File: config.mk
export PLATFORM = sky130hd
export DESIGN_NAME = midi_note_event_encoder
export DESIGN_NICKNAME = d
export VERILOG_FILES = /design/src/rtl/mnee_pkg.sv /design/src/rtl/midi_note_event_encoder.sv
export SDC_FILE = /design/constraint.sdc
export NUM_CORES = 1
export LEC_CHECK = 0
export BUFFER_PORTS_ARGS = -buffer_cell sky130_fd_sc_hd__buf_2
export CAP_MARGIN = 15
export CORE_AREA = 2 2 139 141
export CTS_CLUSTER_SIZE = 16
export DETAILED_ROUTE_END_ITERATION = 16
export DIE_AREA = 0 0 141 143
export GPL_TIMING_DRIVEN = 0
export PLACE_DENSITY = 0.87
export SLEW_MARGIN = 20
export SYNTH_ARGS = -nofsm -noshare
export SYNTH_HDL_FRONTEND = slang
export SYNTH_SLANG_ARGS = --single-unit
export TNS_END_PERCENT = 100
File: constraint.sdc
create_clock -name clk -period 7.8 [get_ports clk]
set_clock_uncertainty 0.15 [all_clocks]
set_input_delay 1.17 -clock clk [delete_from_list [all_inputs] [get_ports clk]]
set_output_delay 1.17 -clock clk [all_outputs]
set_load 0.02 [all_outputs]
File: src/rtl/mnee_pkg.sv
`timescale 1ns / 1ps
// ----------------------------------------------------------------------------
// mnee_pkg
// Types and constants shared by the MIDI note event encoder.
// ----------------------------------------------------------------------------
package mnee_pkg;

  // Item modes
  localparam logic [1:0] MODE_START = 2'd0;
  localparam logic [1:0] MODE_NOTE  = 2'd1;
  localparam logic [1:0] MODE_END   = 2'd2;

  // Configuration register indexes
  localparam logic CFG_VELOCITY   = 1'b0;
  localparam logic CFG_KEY_OFFSET = 1'b1;

  // Reset values of the configuration registers
  localparam logic [6:0] VELOCITY_RST   = 7'd127;
  localparam logic [5:0] KEY_OFFSET_RST = 6'd20;

  // Fixed bytes
  localparam logic [7:0] BYTE_ZERO     = 8'h00;
  localparam logic [7:0] BYTE_PROG_CHG = 8'hc0;
  localparam logic [7:0] BYTE_PROG_NUM = 8'h01;
  localparam logic [7:0] BYTE_META     = 8'hff;
  localparam logic [7:0] BYTE_EOT      = 8'h2f;
  localparam logic [7:0] BYTE_NOTE_ON  = 8'h90;
  localparam logic [7:0] BYTE_NOTE_OFF = 8'h80;
  localparam logic [7:0] VLQ_MORE      = 8'h80;

  // Byte buffer: five delta bytes, status, note, velocity
  localparam int unsigned BUF_DEPTH = 8;
  localparam int unsigned BUF_IDX_W = $clog2(BUF_DEPTH);

  typedef struct packed {
    logic [1:0]  mode;
    logic [31:0] timestamp;
    logic [6:0]  key;
    logic        pressed;
  } in_item_t;

  typedef struct packed {
    logic [7:0]  out_byte;
    logic        last;
    logic [31:0] byte_count;
  } out_item_t;

endpackage

File: src/rtl/midi_note_event_encoder.sv
`timescale 1ns / 1ps
// ----------------------------------------------------------------------------
// midi_note_event_encoder
// Turns start, note and end items into MIDI track body bytes with a running
// byte count.
// ----------------------------------------------------------------------------
//
//  channel  | direction | handshake           | payload
//  ---------+-----------+---------------------+------------------------------
//  in_      | input     | in_valid / in_stall | mode, timestamp, key, pressed
//  out_     | output    | out_valid/out_stall | out_byte, last, byte_count
//  cfg_     | input     | cfg_wr_en           | cfg_index, cfg_data
//
//  Each item gives as many bytes on the byte-wide output as listed here:
//  3 for a start item, 4 for an end item, 4 to 8 for a note item
//  (1 to 5 delta bytes plus three event bytes). An unused mode is dropped as
//  it leaves the input register. Items follow each other with no gap.
//  The first byte passes the input register, byte buffer and output register.
//  Reset (rst_n low, synchronous) empties all stages, restores velocity
//  127 and key offset 20, zeroes the byte count and the previous time.
//  A stall on the output holds the current byte; the input register and
//  the byte buffer keep accepting until both are full.
// ----------------------------------------------------------------------------
module midi_note_event_encoder (
  input  logic                 clk,
  input  logic                 rst_n,
  input  logic                 in_valid,
  output logic                 in_stall,
  input  mnee_pkg::in_item_t   in_data,
  output logic                 out_valid,
  input  logic                 out_stall,
  output mnee_pkg::out_item_t  out_data,
  input  logic                 cfg_wr_en,
  input  logic                 cfg_index,
  input  logic [6:0]           cfg_data
);

  // Configuration registers
  logic [6:0] velocity_r;
  logic [5:0] key_offset_r;

  // Track state
  logic [31:0] prev_time_r;
  logic        first_pending_r;
  logic [31:0] track_bytes_r;
  logic [31:0] track_bytes_nxt;

  // Input register
  logic                in_vld_r;
  mnee_pkg::in_item_t  in_q_r;

  // Byte buffer of the item being sent
  logic                          buf_vld_r;
  logic [7:0]                    buf_bytes_r [mnee_pkg::BUF_DEPTH];
  logic [mnee_pkg::BUF_IDX_W-1:0] buf_idx_r;
  logic [mnee_pkg::BUF_IDX_W-1:0] buf_end_r;
  logic                          buf_clr_r;

  // Output register
  logic                 out_vld_r;
  mnee_pkg::out_item_t  out_q_r;

  // Load path
  logic                          load_en;
  logic                          ld_has;
  logic                          ld_clr;
  logic [7:0]                    ld_bytes [mnee_pkg::BUF_DEPTH];
  logic [mnee_pkg::BUF_IDX_W-1:0] ld_start;
  logic [mnee_pkg::BUF_IDX_W-1:0] ld_end;
  logic [31:0]                   delta;
  logic [mnee_pkg::BUF_IDX_W-1:0] vlq_start;

  // Send path
  logic mv_en;
  logic buf_last;
  logic buf_done;

  // --------------------------------------------------------------------------
  // Handshake control
  // --------------------------------------------------------------------------
  // Move a byte into the output register whenever it is empty or draining.
  assign mv_en    = buf_vld_r && (!out_vld_r || !out_stall);
  assign buf_last = (buf_idx_r == buf_end_r);
  assign buf_done = mv_en && buf_last;
  // Take the next item into the buffer as the last byte of the current leaves.
  assign load_en  = in_vld_r && (!buf_vld_r || buf_done);
  assign in_stall = in_vld_r && !load_en;

  assign out_valid = out_vld_r;
  assign out_data  = out_q_r;

  // --------------------------------------------------------------------------
  // Item decode: delta time as VLQ groups and the byte list
  // --------------------------------------------------------------------------
  always_comb begin
    delta = first_pending_r ? 32'd0 : (in_q_r.timestamp - prev_time_r);

    // Drop leading zero groups; the final group is always sent.
    if (delta[31:28] != 4'd0) begin
      vlq_start = 3'd0;
    end else if (delta[27:21] != 7'd0) begin
      vlq_start = 3'd1;
    end else if (delta[20:14] != 7'd0) begin
      vlq_start = 3'd2;
    end else if (delta[13:7] != 7'd0) begin
      vlq_start = 3'd3;
    end else begin
      vlq_start = 3'd4;
    end

    for (int i = 0; i < mnee_pkg::BUF_DEPTH; i++) begin
      ld_bytes[i] = mnee_pkg::BYTE_ZERO;
    end
    ld_has   = 1'b1;
    ld_clr   = 1'b0;
    ld_start = '0;
    ld_end   = '0;

    unique case (in_q_r.mode)
      mnee_pkg::MODE_START: begin
        ld_bytes[0] = mnee_pkg::BYTE_ZERO;
        ld_bytes[1] = mnee_pkg::BYTE_PROG_CHG;
        ld_bytes[2] = mnee_pkg::BYTE_PROG_NUM;
        ld_end      = 3'd2;
        ld_clr      = 1'b1;
      end
      mnee_pkg::MODE_NOTE: begin
        ld_bytes[0] = mnee_pkg::VLQ_MORE | {4'd0, delta[31:28]};
        ld_bytes[1] = mnee_pkg::VLQ_MORE | {1'b0, delta[27:21]};
        ld_bytes[2] = mnee_pkg::VLQ_MORE | {1'b0, delta[20:14]};
        ld_bytes[3] = mnee_pkg::VLQ_MORE | {1'b0, delta[13:7]};
        ld_bytes[4] = {1'b0, delta[6:0]};
        ld_bytes[5] = in_q_r.pressed ? mnee_pkg::BYTE_NOTE_ON : mnee_pkg::BYTE_NOTE_OFF;
        ld_bytes[6] = {1'b0, in_q_r.key} + {2'b00, key_offset_r};
        ld_bytes[7] = {1'b0, velocity_r};
        ld_start    = vlq_start;
        ld_end      = 3'd7;
      end
      mnee_pkg::MODE_END: begin
        ld_bytes[0] = mnee_pkg::BYTE_ZERO;
        ld_bytes[1] = mnee_pkg::BYTE_META;
        ld_bytes[2] = mnee_pkg::BYTE_EOT;
        ld_bytes[3] = mnee_pkg::BYTE_ZERO;
        ld_end      = 3'd3;
      end
      default: begin
        // Unused mode: drop the item with no bytes.
        ld_has = 1'b0;
      end
    endcase
  end

  // Running count: a start item restarts it at its first byte.
  assign track_bytes_nxt = (buf_clr_r ? 32'd0 : track_bytes_r) + 32'd1;

  // --------------------------------------------------------------------------
  // Configuration registers
  // --------------------------------------------------------------------------
  always_ff @(posedge clk) begin
    if (!rst_n) begin
      velocity_r   <= mnee_pkg::VELOCITY_RST;
      key_offset_r <= mnee_pkg::KEY_OFFSET_RST;
    end else if (cfg_wr_en) begin
      unique case (cfg_index)
        mnee_pkg::CFG_VELOCITY:   velocity_r   <= cfg_data;
        mnee_pkg::CFG_KEY_OFFSET: key_offset_r <= cfg_data[5:0];
        default: ;
      endcase
    end
  end

  // --------------------------------------------------------------------------
  // Input register
  // --------------------------------------------------------------------------
  always_ff @(posedge clk) begin
    if (!rst_n) begin
      in_vld_r <= 1'b0;
    end else if (in_valid && !in_stall) begin
      in_vld_r <= 1'b1;
    end else if (load_en) begin
      in_vld_r <= 1'b0;
    end
  end

  always_ff @(posedge clk) begin
    if (in_valid && !in_stall) begin
      in_q_r <= in_data;
    end
  end

  // --------------------------------------------------------------------------
  // Track state, advanced as items enter the buffer
  // --------------------------------------------------------------------------
  always_ff @(posedge clk) begin
    if (!rst_n) begin
      prev_time_r     <= 32'd0;
      first_pending_r <= 1'b1;
    end else if (load_en) begin
      if (in_q_r.mode == mnee_pkg::MODE_START) begin
        first_pending_r <= 1'b1;
      end else if (in_q_r.mode == mnee_pkg::MODE_NOTE) begin
        prev_time_r     <= in_q_r.timestamp;
        first_pending_r <= 1'b0;
      end
    end
  end

  // --------------------------------------------------------------------------
  // Byte buffer
  // --------------------------------------------------------------------------
  always_ff @(posedge clk) begin
    if (!rst_n) begin
      buf_vld_r <= 1'b0;
      buf_clr_r <= 1'b0;
    end else if (load_en) begin
      buf_vld_r <= ld_has;
      buf_clr_r <= ld_clr;
    end else if (mv_en) begin
      // Clear only applies to the first byte sent.
      buf_clr_r <= 1'b0;
      if (buf_last) begin
        buf_vld_r <= 1'b0;
      end
    end
  end

  always_ff @(posedge clk) begin
    if (load_en) begin
      for (int i = 0; i < mnee_pkg::BUF_DEPTH; i++) begin
        buf_bytes_r[i] <= ld_bytes[i];
      end
      buf_idx_r <= ld_start;
      buf_end_r <= ld_end;
    end else if (mv_en) begin
      buf_idx_r <= buf_idx_r + 3'd1;
    end
  end

  // --------------------------------------------------------------------------
  // Output register and byte count
  // --------------------------------------------------------------------------
  always_ff @(posedge clk) begin
    if (!rst_n) begin
      out_vld_r     <= 1'b0;
      track_bytes_r <= 32'd0;
    end else if (mv_en) begin
      out_vld_r     <= 1'b1;
      track_bytes_r <= track_bytes_nxt;
    end else if (!out_stall) begin
      out_vld_r <= 1'b0;
    end
  end

  always_ff @(posedge clk) begin
    if (mv_en) begin
      out_q_r.out_byte   <= buf_bytes_r[buf_idx_r];
      out_q_r.last       <= buf_last;
      out_q_r.byte_count <= track_bytes_nxt;
    end
  end

endmodule

* Yosys cells after proc, flatten, opt, wreduce, memory -nomap -nowiden *
Memory sizes are Yosys's and may differ from the RTL's. A register that Yosys moved wholly into a read port is not among the register bits.
Index checks and enable logic that the tools add are counted.

word-level totals
  bits in writable memories = 64
  memories = 1
  output and inout port bits = 43
  input bits = 55
  logic and storage cells = 84
  bits in registers = 163

memory list
  memory       words  width  read ports  clocked after memory_dff  wr ports  RTL line                       source
  buf_bytes_r  8      8      1           1                         8         midi_note_event_encoder.sv:54  logic [7:0] buf_bytes_r [mnee_pkg::BUF_DEPTH];

operators by class
  $add $sub $neg = 4
  multiplexer cells = 29
  bitwise logic cells = 2
  reduce and logical (&&, ||, !) cells = 27
  eq/ne operators = 4

operators with widths
  kind                                            number
  case mux 24 bit (3 select lines)                1
  two-way mux 32 bit                              2
  adder 32 x 1 -> 32 bit (second input constant)  1
  subtractor 32 bit                               1
  two-way mux 31 bit                              1
  two-way mux 3 bit                               7
  nonzero test 7 bit                              3
  two-way mux 1 bit                               15
  case mux 3 bit (3 select lines)                 1
  adder 7 x 6 -> 8 bit                            1
  two-way mux 8 bit                               1
  AND reduction 2 bit                             4
  nonzero test 2 bit                              4
  logical AND 1 bit                               5
  zero test 1 bit                                 5
  two-way mux 5 bit                               1
  nonzero test 4 bit                              1
  adder 3 x 1 -> 3 bit (second input constant)    1
  == test 3 bit                                   1
  AND reduction 3 bit                             1
  OR reduction 3 bit                              1
  == test 2 x 1 -> 1 bit (second input constant)  1
  == test 2 bit (second input constant)           1
  zero test 2 bit                                 1
  3 further kinds                                 5

* Depth between registers and ports, before layout *
  word-level depth = 11
  mapped depth = 13
  gate-level depth less buffers = 13

* Worst setup path before layout *
OpenSTA, ideal clock, no wires.

  path type = input -> register
  from = input out_stall
  to = register in_q_r[0] in the netlist's numbering (enable)
  arrival time = 3478 ps
  buffers on the path = 0
  setup slack = 3727 ps
  data required time = 7204 ps
  cell stages on the path = 4
  cell sequence = nand2_1 nand2_1 and3_1 nor2b_1

on the way
  longest elaborated chain between the ends = 10

RTL lines
  what                  RTL line                        source
  from (decl)           midi_note_event_encoder.sv:31   input logic out_stall,
  zero test 1 bit       --
  logical OR 1 bit      midi_note_event_encoder.sv:82   assign mv_en = buf_vld_r && (!out_vld_r || !out_stall);
  logical AND 1 bit     midi_note_event_encoder.sv:82
  logical AND 1 bit     midi_note_event_encoder.sv:84   assign buf_done = mv_en && buf_last;
  logical OR 1 bit      midi_note_event_encoder.sv:86   assign load_en = in_vld_r && (!buf_vld_r || buf_done);
  logical AND 1 bit     midi_note_event_encoder.sv:86
  zero test 1 bit       midi_note_event_encoder.sv:87   assign in_stall = in_vld_r && !load_en;
  logical AND 1 bit     midi_note_event_encoder.sv:87
  via in_stall          midi_note_event_encoder.sv:28   output logic in_stall,
  zero test 1 bit       midi_note_event_encoder.sv:186  if (in_valid && !in_stall) begin
  logical AND 1 bit     midi_note_event_encoder.sv:186
  to (signal assigned)  midi_note_event_encoder.sv:187  in_q_r <= in_data;
  to (decl)             midi_note_event_encoder.sv:50   mnee_pkg::in_item_t in_q_r;

The timed path passes the listed nets, and every way through them passes these cells.
A chain may end at the register's enable or synchronous reset.

* Worst setup path in the final report *
  from = register buf_idx_r[2] in the netlist's numbering
  to = register prev_time_r[25]

on the way
  longest elaborated chain between the ends = 5

RTL lines
  what                                  RTL line                        source
  from (decl)                           midi_note_event_encoder.sv:55   logic [mnee_pkg::BUF_IDX_W-1:0] buf_idx_r;
  from (signal assigned)                midi_note_event_encoder.sv:232  buf_idx_r <= ld_start;
  from (signal assigned)                midi_note_event_encoder.sv:235  buf_idx_r <= buf_idx_r + 3'd1;
  == test 3 bit                         midi_note_event_encoder.sv:83   assign buf_last = (buf_idx_r == buf_end_r);
  via buf_last                          midi_note_event_encoder.sv:75   logic buf_last;
  logical AND 1 bit                     midi_note_event_encoder.sv:84
  logical OR 1 bit                      midi_note_event_encoder.sv:86
  logical AND 1 bit                     midi_note_event_encoder.sv:86
  via load_en                           midi_note_event_encoder.sv:64   logic load_en;
  AND reduction 3 bit (no source line)  --
  to (signal assigned)                  midi_note_event_encoder.sv:202  prev_time_r <= in_q_r.timestamp;
  to (decl)                             midi_note_event_encoder.sv:43   logic [31:0] prev_time_r;

The timed path passes the listed nets, and every way through them passes these cells.

==> summary.txt <==
# diodes: 0
Iter 0 DRT Violations: 603
dpl hpwl: 17.5 mm
number of buffers added on ports: 95
drt total wl: 23.8 mm
Period minus WS final: 4.24 ns
first-pass GRT wire length: 38.7 mm
Pleak: 4.64 nW
Worst EP required: 8.10 ns
vias per inst: 5.75
Avg Synthesized Cell Area: 9.85 um^2
CTS tree: yes
HP Start: prev_time_r[10]
critical path class: reg -> reg
max-cap viol count: 0
GRT overflow: 0
cells on worst reg2reg path: 12
Post-Syn Instances: 1116
total power: 0.00275 W
# rows: 50
register area share after synthesis: 52.4%
Die H: 143 um
Place WS: 3.45 ns
CTS sink cnt: 219
PwrDens: 219 nW/um^2
EDFF count, synth: 137
Critical path origin: buf_idx_r[2]
Post CTS Setup Buffer Count: 0
hold endpoint: prev_time_r[10]
critical path endpoint category: flop
Area Overhead vs Synth: 14.0%
Mapped Nets: 1217
highest clock rate: 0.236 GHz
Clk pin slew, worst setup/hold paths: 0.06 ns
asr flop ratio synth: 0%
maximum VDD drop: 0.000182 V
Die Area: 20200 um^2
count of final hold-check violations: 0
Setup WS post-layout: 3.56 ns
Reg-to-Reg End: prev_time_r[25]
Slew @ Worst Pin: 0.902 ns
Routability Congestion: 0.927
status: complete, no violations
data arrival time of the worst path: 4.54 ns
share of cells above drive strength 1: 12.8%
CTS H-tree lvls: 1
Critical Path Source Type: flop
DRC: 0
pin count of the biggest net entering global routing: 56
First-pass DRT Iterations: 6
flop2flop setup slack: 3.56 ns
vias in the first global route: 8245
peak fanout along the critical path: 55
via count: 8555
layout filler cell count: 1338
reg2reg start: buf_idx_r[2]
worst skew pair latency: 0.52 ns
Hold Crit Depth: 2
core area: 18600 um^2
CTS resizes: 0
IO Pins: 98
Post-synth top flop: edfxtp_1
WL per Instance: 16.0 um
Setup TNS: 0 ns
flops & latches, synth: 219
Max-slew headroom: 39.9%
Slew Viols, Final: 0
Hold WC Path Type: reg -> reg
Final setup viols: 0
Root Driver: clkbuf_16
Netlist Area Pre-Place: 11000 um^2
YS warnings: 0
Cell variety after synth: 74
antenna violations before repair: 0
Die W: 141 um
CTS buffer count: 23
period utilisation layout: 54.4%
GRT Total Usage: 23.7%
starting density of the core: 59.2%
Post-CTS Hold Buffers: 0
fin nets: 1339
Max Root-Sink Buffers: 3
unrepaired setup endpoints after global routing: false
Routed Antenna Nets: 0
Yosys cell counts (4+ instances only):
cell type    n  area share [%]
nor2b_1     23             1.3
dfxtp_1     82              15
ha_1        44             5.0
o21ai_0     34             1.5
nand4_1     13            0.74
xor2_1      25             2.0
a211oi_1     5            0.34
a31oi_1      6            0.34
a22oi_1      4            0.27
o21a_1       4            0.27
and4_1       4            0.32
or3_1        8            0.46
buf_2        6            0.27
nand2b_1    18             1.0
and2_1      18             1.0
xnor2_1     30             2.4
mux4_2       5             1.0
nand2_1    177             6.0
a21oi_1    112             5.1
o211ai_1     9            0.61
edfxtp_1   137              37
o21ai_1     10            0.46
a21o_1      14            0.96
mux2i_1     10            0.91
nor3b_1      5            0.34
nor3_1      26             1.2
inv_1       46             1.6
nand3_1     35             1.6
clkbuf_1    42             1.4
and3_1       8            0.46
nor2_1      94             3.2
worst max-delay path by stage:
stage	cells after the start	end	slack [ns]
global route	12	prev_time_r[25]	3.17
CTS	12	prev_time_r[22]	3.36
finish	12	prev_time_r[25]	3.56
global placement	6	in_q_r[1]	2.83
floorplan	4	in_q_r[0]	3.73
detailed placement	12	prev_time_r[22]	3.45
power by group:
group,total (W),internal [W],switching (W)
logic,0.000382,0.000141,0.000242
registers,0.00133,0.00130,0.0000310
clock network,0.00103,0.000597,0.000438
kinds of logic after synthesis:
group,after synthesis,share of synthesized area [%]
adder cells (fa/ha/maj),46,5.37
AO/OA/AOI/OAI,234,13.3
XOR/XNOR,55,4.38
buffers and inverters,98,3.42
multiplexers,18,2.24
AND/OR/NAND/NOR,446,18.9
flip-flops,219,52.4
sequential cells by signal, indices dropped and copies added, names as in the netlist, 2 cells and up:
register / flops
buf_bytes_r: 49
in_q_r: 42
out_data: 41
prev_time_r: 32
track_bytes_r: 32
velocity_r: 7
key_offset_r: 6
buf_idx_r: 3
buf_end_r: 2
cells in the final DEF, fill, tap and decap left out, drive strengths merged, types with 7 or more instances in the layout:
master	netlist	routed
buf	8	105
ha	44	44
mux2i	10	10
a31oi	7	7
a21o	14	14
xnor2	30	30
xor2	25	25
or3	9	9
nor3	26	26
dfxtp	82	82
o211ai	9	9
o21ai	45	45
nand3	35	35
nand2	177	177
a21oi	113	113
clkbuf	42	77
nand4	13	13
nor2b	23	23
and3	10	10
edfxtp	137	137
and2	19	19
nand2b	18	18
nor2	94	94
inv	48	48
metal layers:
metal | part of all wire, % | GRT usage (%) | up-vias
li1 | - | - | 4196
met1 | 42 | 29.3 | 3993
met2 | 49 | 41.5 | 316
met3 | 6.5 | 4.59 | 50
met4 | 2.6 | 8.95 | 0
met5 | 0 | 0 | -
worst max-delay path: stages, from the launching register on:
cell,delay [ns]
edfxtp_1,0.32
clkbuf_1,0.39
nor2b_1,0.16
nor4_1,0.53
nand2_1,0.14
nand2_1,0.11
nand2_1,0.15
clkinv_2,0.65
nand2_1,0.30
nor2_1,0.56
clkbuf_1,0.45
nand2_1,0.11
a21oi_1,0.14
area by class of cell:
type                       instances  area (um^2)  area share, %
sequential                       219         5760           45.9
buffer                            50          196           1.57
inverter                          48          181           1.45
clock inverter                     6         51.3          0.409
clock buffer                      35          671           5.35
timing repair buffer              97          515           4.11
multi-input combinational        799         4870           38.8
tap                              234          293           2.34
stage by stage:
stage / hold WS, ns / area, um^2 / util (%) / instances
after floorplan: 0.282 / 11000 / - / 1116
after global placement: 0.292 / 11800 / 63.3 / 1445
after detailed placement: 0.296 / 11800 / 63.5 / 1447
after CTS: 0.305 / 12500 / 67.4 / 1488
after global routing: 0.321 / 12500 / 67.4 / 1488
final: 0.303 / 12500 / 67.4 / 1488
Power figures use the tool's default switching activity.
